==> config.mk <==
export PLATFORM = sky130hd
export DESIGN_NAME = group_quantized_matvec
export DESIGN_NICKNAME = d
export VERILOG_FILES = /design/src/hdl/gqmv_pkg.sv /design/src/hdl/group_quantized_matvec.sv /design/src/hdl/gqmv_lane.sv /design/src/hdl/gqmv_merge.sv /design/src/hdl/gqmv_rowacc.sv
export SDC_FILE = /design/constraint.sdc
export NUM_CORES = 2
export LEC_CHECK = 0
export BUFFER_PORTS_ARGS = -buffer_cell sky130_fd_sc_hd__buf_4
export CAP_MARGIN = 30
export CORE_MARGIN = 4
export CORE_UTILIZATION = 55
export DETAILED_ROUTE_END_ITERATION = 6
export PLACE_DENSITY = 0.71
export SLEW_MARGIN = 5
export SYNTH_ARGS = -nofsm -noshare
export SYNTH_HDL_FRONTEND = slang
export SYNTH_HIERARCHICAL = 1
export SYNTH_SLANG_ARGS = --single-unit
==> constraint.sdc <==
create_clock -name clk -period 17.4 [get_ports clk]
set_input_delay 0.87 -clock clk [delete_from_list [all_inputs] [get_ports clk]]
set_output_delay 0.87 -clock clk [all_outputs]
set_load 0.005 [all_outputs]
==> src/hdl/gqmv_pkg.sv <==
`default_nettype none

package gqmv_pkg;

  // Element and product widths
  localparam int unsigned LANES_DEF = 4;
  localparam int unsigned ELEM_W    = 8;
  localparam int unsigned PROD_W    = 2 * ELEM_W;
  localparam int unsigned SCALE_W   = 16;
  localparam int unsigned SC_W      = 2 * SCALE_W;
  localparam int unsigned GSUM_W    = 32;
  localparam int unsigned MUL_W     = 64;
  localparam int unsigned ROW_W     = 48;

  // Saturation bounds of the row value
  localparam logic signed [ROW_W-1:0] ROW_MAX = {1'b0, {(ROW_W-1){1'b1}}};
  localparam logic signed [ROW_W-1:0] ROW_MIN = {1'b1, {(ROW_W-1){1'b0}}};

  // Control that travels with a request through the pipeline
  typedef struct packed {
    logic valid;
    logic g_end;
    logic r_end;
  } tag_t;

endpackage

`default_nettype wire

==> src/hdl/group_quantized_matvec.sv <==
`default_nettype none

// Channel   Dir  tdata                                     tuser      tlast
// s_axis    in   act_0..act_(L-1), wgt_0..wgt_(L-1),       group_end  row_end
//                act_scale, wgt_scale (low bits first)
// m_axis    out  row_value (48, signed Q24)                saturated  -
//
// One request is taken every cycle unless the pipeline holds; the request that
// ends a row passes the lane multiply, group merge, scale multiply and row
// accumulate stages before its result appears. The 32x32 scale multiply and
// the row add-and-clamp each have a stage of their own.
// rst is synchronous and clears the group sum, the row accumulator, the clip
// flag and all stage valid bits.
// While a result waits and m_axis_tready is low, the whole pipeline holds and
// s_axis_tready is low.

module group_quantized_matvec #(
  parameter int unsigned LANES = gqmv_pkg::LANES_DEF
) (
  input  logic                                       clk,
  input  logic                                       rst,
  input  logic                                       s_axis_tvalid,
  output logic                                       s_axis_tready,
  // act_0..act_(LANES-1), wgt_0..wgt_(LANES-1), act_scale, wgt_scale
  input  logic [2*LANES*gqmv_pkg::ELEM_W+2*gqmv_pkg::SCALE_W-1:0] s_axis_tdata,
  // group_end
  input  logic                                       s_axis_tuser,
  input  logic                                       s_axis_tlast,
  output logic                                       m_axis_tvalid,
  input  logic                                       m_axis_tready,
  // row_value
  output logic [gqmv_pkg::ROW_W-1:0]                 m_axis_tdata,
  // saturated
  output logic                                       m_axis_tuser
);
  import gqmv_pkg::*;

  localparam int unsigned WGT_BASE   = LANES * ELEM_W;
  localparam int unsigned SCALE_BASE = 2 * LANES * ELEM_W;

  logic                     adv;
  logic signed [PROD_W-1:0] prod_a [LANES];
  logic [SC_W-1:0]          sc_a;
  logic [SC_W-1:0]          sc_b;
  tag_t                     tag_a;
  tag_t                     tag_b;
  logic [GSUM_W-1:0]        gsum_b;
  logic [SCALE_W-1:0]       act_scale;
  logic [SCALE_W-1:0]       wgt_scale;
  logic signed [ROW_W-1:0]  row_value;

  // Advance everything unless a result waits on a stalled consumer
  assign adv           = !m_axis_tvalid || m_axis_tready;
  assign s_axis_tready = adv;

  assign act_scale = s_axis_tdata[SCALE_BASE +: SCALE_W];
  assign wgt_scale = s_axis_tdata[SCALE_BASE+SCALE_W +: SCALE_W];

  // One multiplier per element pair
  for (genvar i = 0; i < LANES; i++) begin : g_lane
    gqmv_lane u_lane (
      .clk  (clk),
      .en   (adv),
      .act  ($signed(s_axis_tdata[i*ELEM_W +: ELEM_W])),
      .wgt  ($signed(s_axis_tdata[WGT_BASE+i*ELEM_W +: ELEM_W])),
      .prod (prod_a[i])
    );
  end

  // Capture request control alongside the lane products
  always_ff @(posedge clk) begin
    if (rst) begin
      tag_a <= '0;
    end else if (adv) begin
      tag_a.valid <= s_axis_tvalid;
      tag_a.g_end <= s_axis_tuser;
      tag_a.r_end <= s_axis_tlast;
    end
  end

  // Combined group scale, kept in step with the group sum
  always_ff @(posedge clk) begin
    if (adv) begin
      sc_a <= act_scale * wgt_scale;
      sc_b <= sc_a;
    end
  end

  gqmv_merge #(
    .LANES (LANES)
  ) u_merge (
    .clk      (clk),
    .rst      (rst),
    .en       (adv),
    .prod     (prod_a),
    .tag_in   (tag_a),
    .gsum_out (gsum_b),
    .tag_out  (tag_b)
  );

  gqmv_rowacc u_rowacc (
    .clk       (clk),
    .rst       (rst),
    .en        (adv),
    .gsum      (gsum_b),
    .scale     (sc_b),
    .tag_in    (tag_b),
    .out_ready (m_axis_tready),
    .out_valid (m_axis_tvalid),
    .row_value (row_value),
    .saturated (m_axis_tuser)
  );

  assign m_axis_tdata = row_value;

endmodule

`default_nettype wire

==> src/hdl/gqmv_lane.sv <==
`default_nettype none

module gqmv_lane (
  input  logic                                 clk,
  input  logic                                 en,
  input  logic signed [gqmv_pkg::ELEM_W-1:0]   act,
  input  logic signed [gqmv_pkg::ELEM_W-1:0]   wgt,
  output logic signed [gqmv_pkg::PROD_W-1:0]   prod
);
  import gqmv_pkg::*;

  // Multiply one activation by one weight and register the product
  always_ff @(posedge clk) begin
    if (en) begin
      prod <= act * wgt;
    end
  end

endmodule

`default_nettype wire

==> src/hdl/gqmv_merge.sv <==
`default_nettype none

module gqmv_merge #(
  parameter int unsigned LANES = gqmv_pkg::LANES_DEF
) (
  input  logic                                clk,
  input  logic                                rst,
  input  logic                                en,
  input  logic signed [gqmv_pkg::PROD_W-1:0]  prod [LANES],
  input  gqmv_pkg::tag_t                      tag_in,
  output logic [gqmv_pkg::GSUM_W-1:0]         gsum_out,
  output gqmv_pkg::tag_t                      tag_out
);
  import gqmv_pkg::*;

  logic [GSUM_W-1:0] group_sum;
  logic [GSUM_W-1:0] lane_sum;
  logic [GSUM_W-1:0] group_sum_next;

  // Add the lane products into the open group (wraps modulo 2^32)
  always_comb begin
    lane_sum = '0;
    for (int i = 0; i < LANES; i++) begin
      lane_sum = lane_sum + GSUM_W'(prod[i]);
    end
    group_sum_next = group_sum + lane_sum;
  end

  // Hold the group sum; clear it when a group or a row closes
  always_ff @(posedge clk) begin
    if (rst) begin
      group_sum <= '0;
      tag_out   <= '0;
    end else if (en) begin
      tag_out <= tag_in;
      if (tag_in.valid) begin
        if (tag_in.g_end || tag_in.r_end) begin
          group_sum <= '0;
        end else begin
          group_sum <= group_sum_next;
        end
      end
    end
  end

  // Hand the closed group sum on
  always_ff @(posedge clk) begin
    if (en) begin
      gsum_out <= group_sum_next;
    end
  end

endmodule

`default_nettype wire

==> src/hdl/gqmv_rowacc.sv <==
`default_nettype none

module gqmv_rowacc (
  input  logic                                clk,
  input  logic                                rst,
  input  logic                                en,
  input  logic [gqmv_pkg::GSUM_W-1:0]         gsum,
  input  logic [gqmv_pkg::SC_W-1:0]           scale,
  input  gqmv_pkg::tag_t                      tag_in,
  input  logic                                out_ready,
  output logic                                out_valid,
  output logic signed [gqmv_pkg::ROW_W-1:0]   row_value,
  output logic                                saturated
);
  import gqmv_pkg::*;

  logic signed [GSUM_W+SC_W:0] full_prod;
  logic signed [MUL_W-1:0]     prod_c;
  tag_t                        tag_c;
  logic signed [ROW_W-1:0]     acc;
  logic                        clip;
  logic signed [MUL_W:0]       acc_sum;
  logic signed [ROW_W-1:0]     acc_next;
  logic                        clip_now;

  // Scale the group sum; the product always fits in 64 bits
  always_comb begin
    full_prod = $signed(gsum) * $signed({1'b0, scale});
  end

  always_ff @(posedge clk) begin
    if (en) begin
      prod_c <= full_prod[MUL_W-1:0];
    end
  end

  // Add the scaled group into the row at a group end and clamp to 48 bits
  always_comb begin
    acc_sum  = (MUL_W+1)'(acc) + (MUL_W+1)'(prod_c);
    acc_next = acc;
    clip_now = 1'b0;
    if (tag_c.g_end) begin
      if (acc_sum > (MUL_W+1)'(ROW_MAX)) begin
        acc_next = ROW_MAX;
        clip_now = 1'b1;
      end else if (acc_sum < (MUL_W+1)'(ROW_MIN)) begin
        acc_next = ROW_MIN;
        clip_now = 1'b1;
      end else begin
        acc_next = acc_sum[ROW_W-1:0];
      end
    end
  end

  // Hold the row state; emit and clear at the end of a row
  always_ff @(posedge clk) begin
    if (rst) begin
      tag_c     <= '0;
      acc       <= '0;
      clip      <= 1'b0;
      out_valid <= 1'b0;
    end else begin
      // Raise the result flag at a row end; drop it once taken
      if (en && tag_c.valid && tag_c.r_end) begin
        out_valid <= 1'b1;
      end else if (out_ready) begin
        out_valid <= 1'b0;
      end
      if (en) begin
        tag_c <= tag_in;
        if (tag_c.valid) begin
          if (tag_c.r_end) begin
            acc  <= '0;
            clip <= 1'b0;
          end else begin
            acc  <= acc_next;
            clip <= clip | clip_now;
          end
        end
      end
    end
  end

  // Load the result register
  always_ff @(posedge clk) begin
    if (en && tag_c.valid && tag_c.r_end) begin
      row_value <= acc_next;
      saturated <= clip | clip_now;
    end
  end

`ifndef ASSERT_OFF
  a_row_clears: assert property (@(posedge clk) disable iff (rst)
    en && tag_c.valid && tag_c.r_end |=> acc == '0 && !clip && out_valid)
    else $error("row state not cleared after a row end");

  a_stall_holds: assert property (@(posedge clk) disable iff (rst)
    !en |=> $stable(acc) && $stable(clip))
    else $error("row accumulator moved during a stall");

  a_result_source: assert property (@(posedge clk) disable iff (rst)
    $rose(out_valid) |-> $past(en && tag_c.valid && tag_c.r_end))
    else $error("result appeared without a row end");

  a_no_overwrite: assert property (@(posedge clk) disable iff (rst)
    out_valid && !out_ready |-> !en)
    else $error("pipeline advanced over a waiting result");

  a_mid_group_holds: assert property (@(posedge clk) disable iff (rst)
    en && tag_c.valid && !tag_c.g_end && !tag_c.r_end |=> $stable(acc))
    else $error("accumulator changed inside a group");
`endif

endmodule

`default_nettype wire

==> results.sh <==
export IMPL_start_util=0.553
export IMPL_via_count=52800
export IMPL_die_area_mm2=0.138
export IMPL_ys_types=100
export IMPL_grt_pass1_vias=56900
export IMPL_multi_input_area_mm2=0.0555
export IMPL_die_w_um=372
export IMPL_seq_area_mm2=0.0100
export IMPL_clock_sinks=364
export IMPL_overflow=0
export IMPL_rsz0062_at_grt="false"
export IMPL_hp_class="flop to flop"
export IMPL_fill_cells=11500
export IMPL_grt_max_degree=167
export IMPL_viasPerCell=5.55
export IMPL_status="finished clean"
export IMPL_worst_setup_path_start_kind="flop"
export IMPL_nets=9792
export IMPL_maxCapViolCount=0
export IMPL_clk_latency_ns=0.61
export IMPL_cts_tree="built"
export IMPL_grt_usage=0.276
export IMPL_remaining_drc_errors=0
export IMPL_cts_clk_slew_worst_paths_ns=0.06
export IMPL_fmax_ghz=0.110
export IMPL_gp_congestion=0.943
export IMPL_netlist_area_mm2=0.0727
export IMPL_finalMaxSlewViolations=0
export IMPL_clockBufferDepth=3
export IMPL_synth_cells=7777
export IMPL_dp_cells=9424
export IMPL_routed_wl_mm=186
export IMPL_end_kind="flop"
export IMPL_antenna_found_initial=0
export IMPL_post_cts_resized=0
export IMPL_final_util=0.584
export IMPL_first_iter_violations=3214
export IMPL_layout_cells_non_filler=9506
export IMPL_synth_seq_cells=364
export IMPL_area_delta_synth_final_pct=5.63
export IMPL_root_buffer="clkbuf_16"
export IMPL_skew_ns=0.0370
export IMPL_finalHoldViolations=0
export IMPL_setup_viol=0
export IMPL_synth_edf_count=273
export IMPL_avgSynthCellArea_um2=9.35
export IMPL_ctsHoldBuffers=0
export IMPL_std_cell_rows=133
export IMPL_core_area_mm2=0.131
export IMPL_critPathMaxFanout=32
export IMPL_worst_slew_pin_transition_ns=1.06
export IMPL_antenna_left=0
export IMPL_async_reset_ff_frac=0
export IMPL_crit_type="flop to flop"
export IMPL_io_buffers=152
export IMPL_num_io_pins=153
export IMPL_crit_arrival_ns=9.50
export IMPL_ys_warnings_count=6
export IMPL_fin_setup_tns_ns=0
export IMPL_drive_gt1_frac=0.0490
export IMPL_die_h_um=372
export IMPL_synth_nets=9853
export IMPL_post_route_min_period_ns=9.09
export IMPL_design_area_mm2=0.0768
export IMPL_post_dp_hpwl_mm=151
export IMPL_placed_area_mm2=0.0754
export IMPL_cts_setup_buffers=0
export IMPL_yosysSeqAreaShare=0.138
export IMPL_grt_pass1_wl_mm=303
export IMPL_cts_buffers=43
export IMPL_crit_required_ns=17.82
export IMPL_synthFlopType="edfxtp_1"
export IMPL_relSlewSlack=0.291
export IMPL_htreeDepth=2
export IMPL_first_pass_iters=7
export IMPL_avgRoutedWirePerCell_um=19.5
export IMPL_period_share=0.522
## layout by cell type, fill, tap and decap left out, drive strengths merged, types with 30 or more instances in the layout
master,count
ha,628
buf,227
o21a,62
nor2,267
nand2,742
a21o,85
dfxtp,91
o21ai,153
nor3,48
nand4,53
xor2,77
clkbuf,57
inv,1583
o211ai,64
o2bb2ai,30
fa,1346
and2,930
nand2b,36
a211oi,39
a21oi,312
edfxtp,273
xnor2,155
nor2b,54
nand3,52
## routing by layer
metal	track usage	vias up	wire, µm	share of wire
met4	0.0974	0	7230	0.039
met1	0.360	26600	76300	0.41
met3	0.0345	323	11100	0.059
met2	0.476	1750	91200	0.49
met5	0	-	0	0
li1	-	24100	-	-
## path summary, 6_finish.rpt
check                                          from             endpoint  slack (ns)  cells after the start
worst max-delay path            u_merge/gsum_out[7]  u_rowacc/prod_c[56]        8.31                     26
worst max register to register  u_merge/gsum_out[7]  u_rowacc/prod_c[56]        8.31                     26
worst min register to register              sc_a[0]              sc_b[0]        0.42                      0
worst min-delay path                        sc_a[0]              sc_b[0]        0.42                      0
## metrics by stage
stage	setup WS, ns	hold WS [ns]
after detailed placement	8.36	0.405
after floorplan	7.98	0.400
after CTS	8.35	0.416
after global placement	8.44	0.402
after global routing	7.89	0.423
final	8.31	0.416
## cells in the mapped netlist (77+ instances only)
library cell	number	area, µm²
o21ai_0	116	581
inv_1	1579	5930
ha_1	628	7860
xnor2_1	155	1360
a21o_1	84	631
xor2_1	77	674
nand2_1	742	2790
nor2_1	266	998
a21oi_1	298	1490
and2_1	930	5820
edfxtp_1	273	8200
clkbuf_1	298	1120
dfxtp_1	91	1820
fa_1	1346	26900
## worst max-delay path, cell delays in order (launching register included)
cell and delay [ns]:
edfxtp_1 1.05, and2_1 0.28, fa_1 0.45, fa_1 0.49, fa_1 0.51, inv_1 0.06, fa_1 0.48, inv_1 0.04
ha_1 0.28, ha_1 0.31, fa_1 0.48, inv_1 0.05, fa_1 0.47, inv_1 0.04, ha_1 0.37, and4_1 0.29
nand4_1 0.11, o221ai_1 0.38, a41oi_1 0.38, or3_1 0.47, o21ai_1 0.42, a41o_1 0.32, o21bai_1 0.14, o21a_1 0.22
o21a_1 0.20, or4b_1 0.48, o2111ai_1 0.11
## state kept, by name (all words and copies together), names as in the netlist
name and count:
u_rowacc/prod_c 64, g_lane.u_lane/prod 64, u_rowacc/tag_c 3, sc_a 32
u_merge/gsum_out 32, u_merge/tag_out 3, tag_a 3, u_merge/group_sum 32
u_rowacc/acc 48, u_rowacc/row_value 48, u_rowacc/saturated 1, u_rowacc/out_valid 1
u_rowacc/clip 1, sc_b 32
## logic make-up after synthesis
group | after synthesis | synth area share
and+or+nand+nor | 2310 | 0.164
DFF | 364 | 0.138
muxes | 19 | 0.00280
AOI/OAI and AO/OA | 966 | 0.0888
xor gates and xnor gates | 232 | 0.0279
adders and majority gates | 1974 | 0.478
buffers and inverters | 1912 | 0.0999
## cell type report
cell class,instances,area share
diodes,1,0.0000326
clock buffers,57,0.0155
clock inverters,22,0.00300
inverters,1579,0.0771
multi-input cells,5501,0.722
flip-flops and latches,364,0.130
well taps,1755,0.0286
repair buffers,227,0.0232
Power is not shown: default switching activity piles up to over one toggle a cycle in this logic, so the estimate is an artifact.
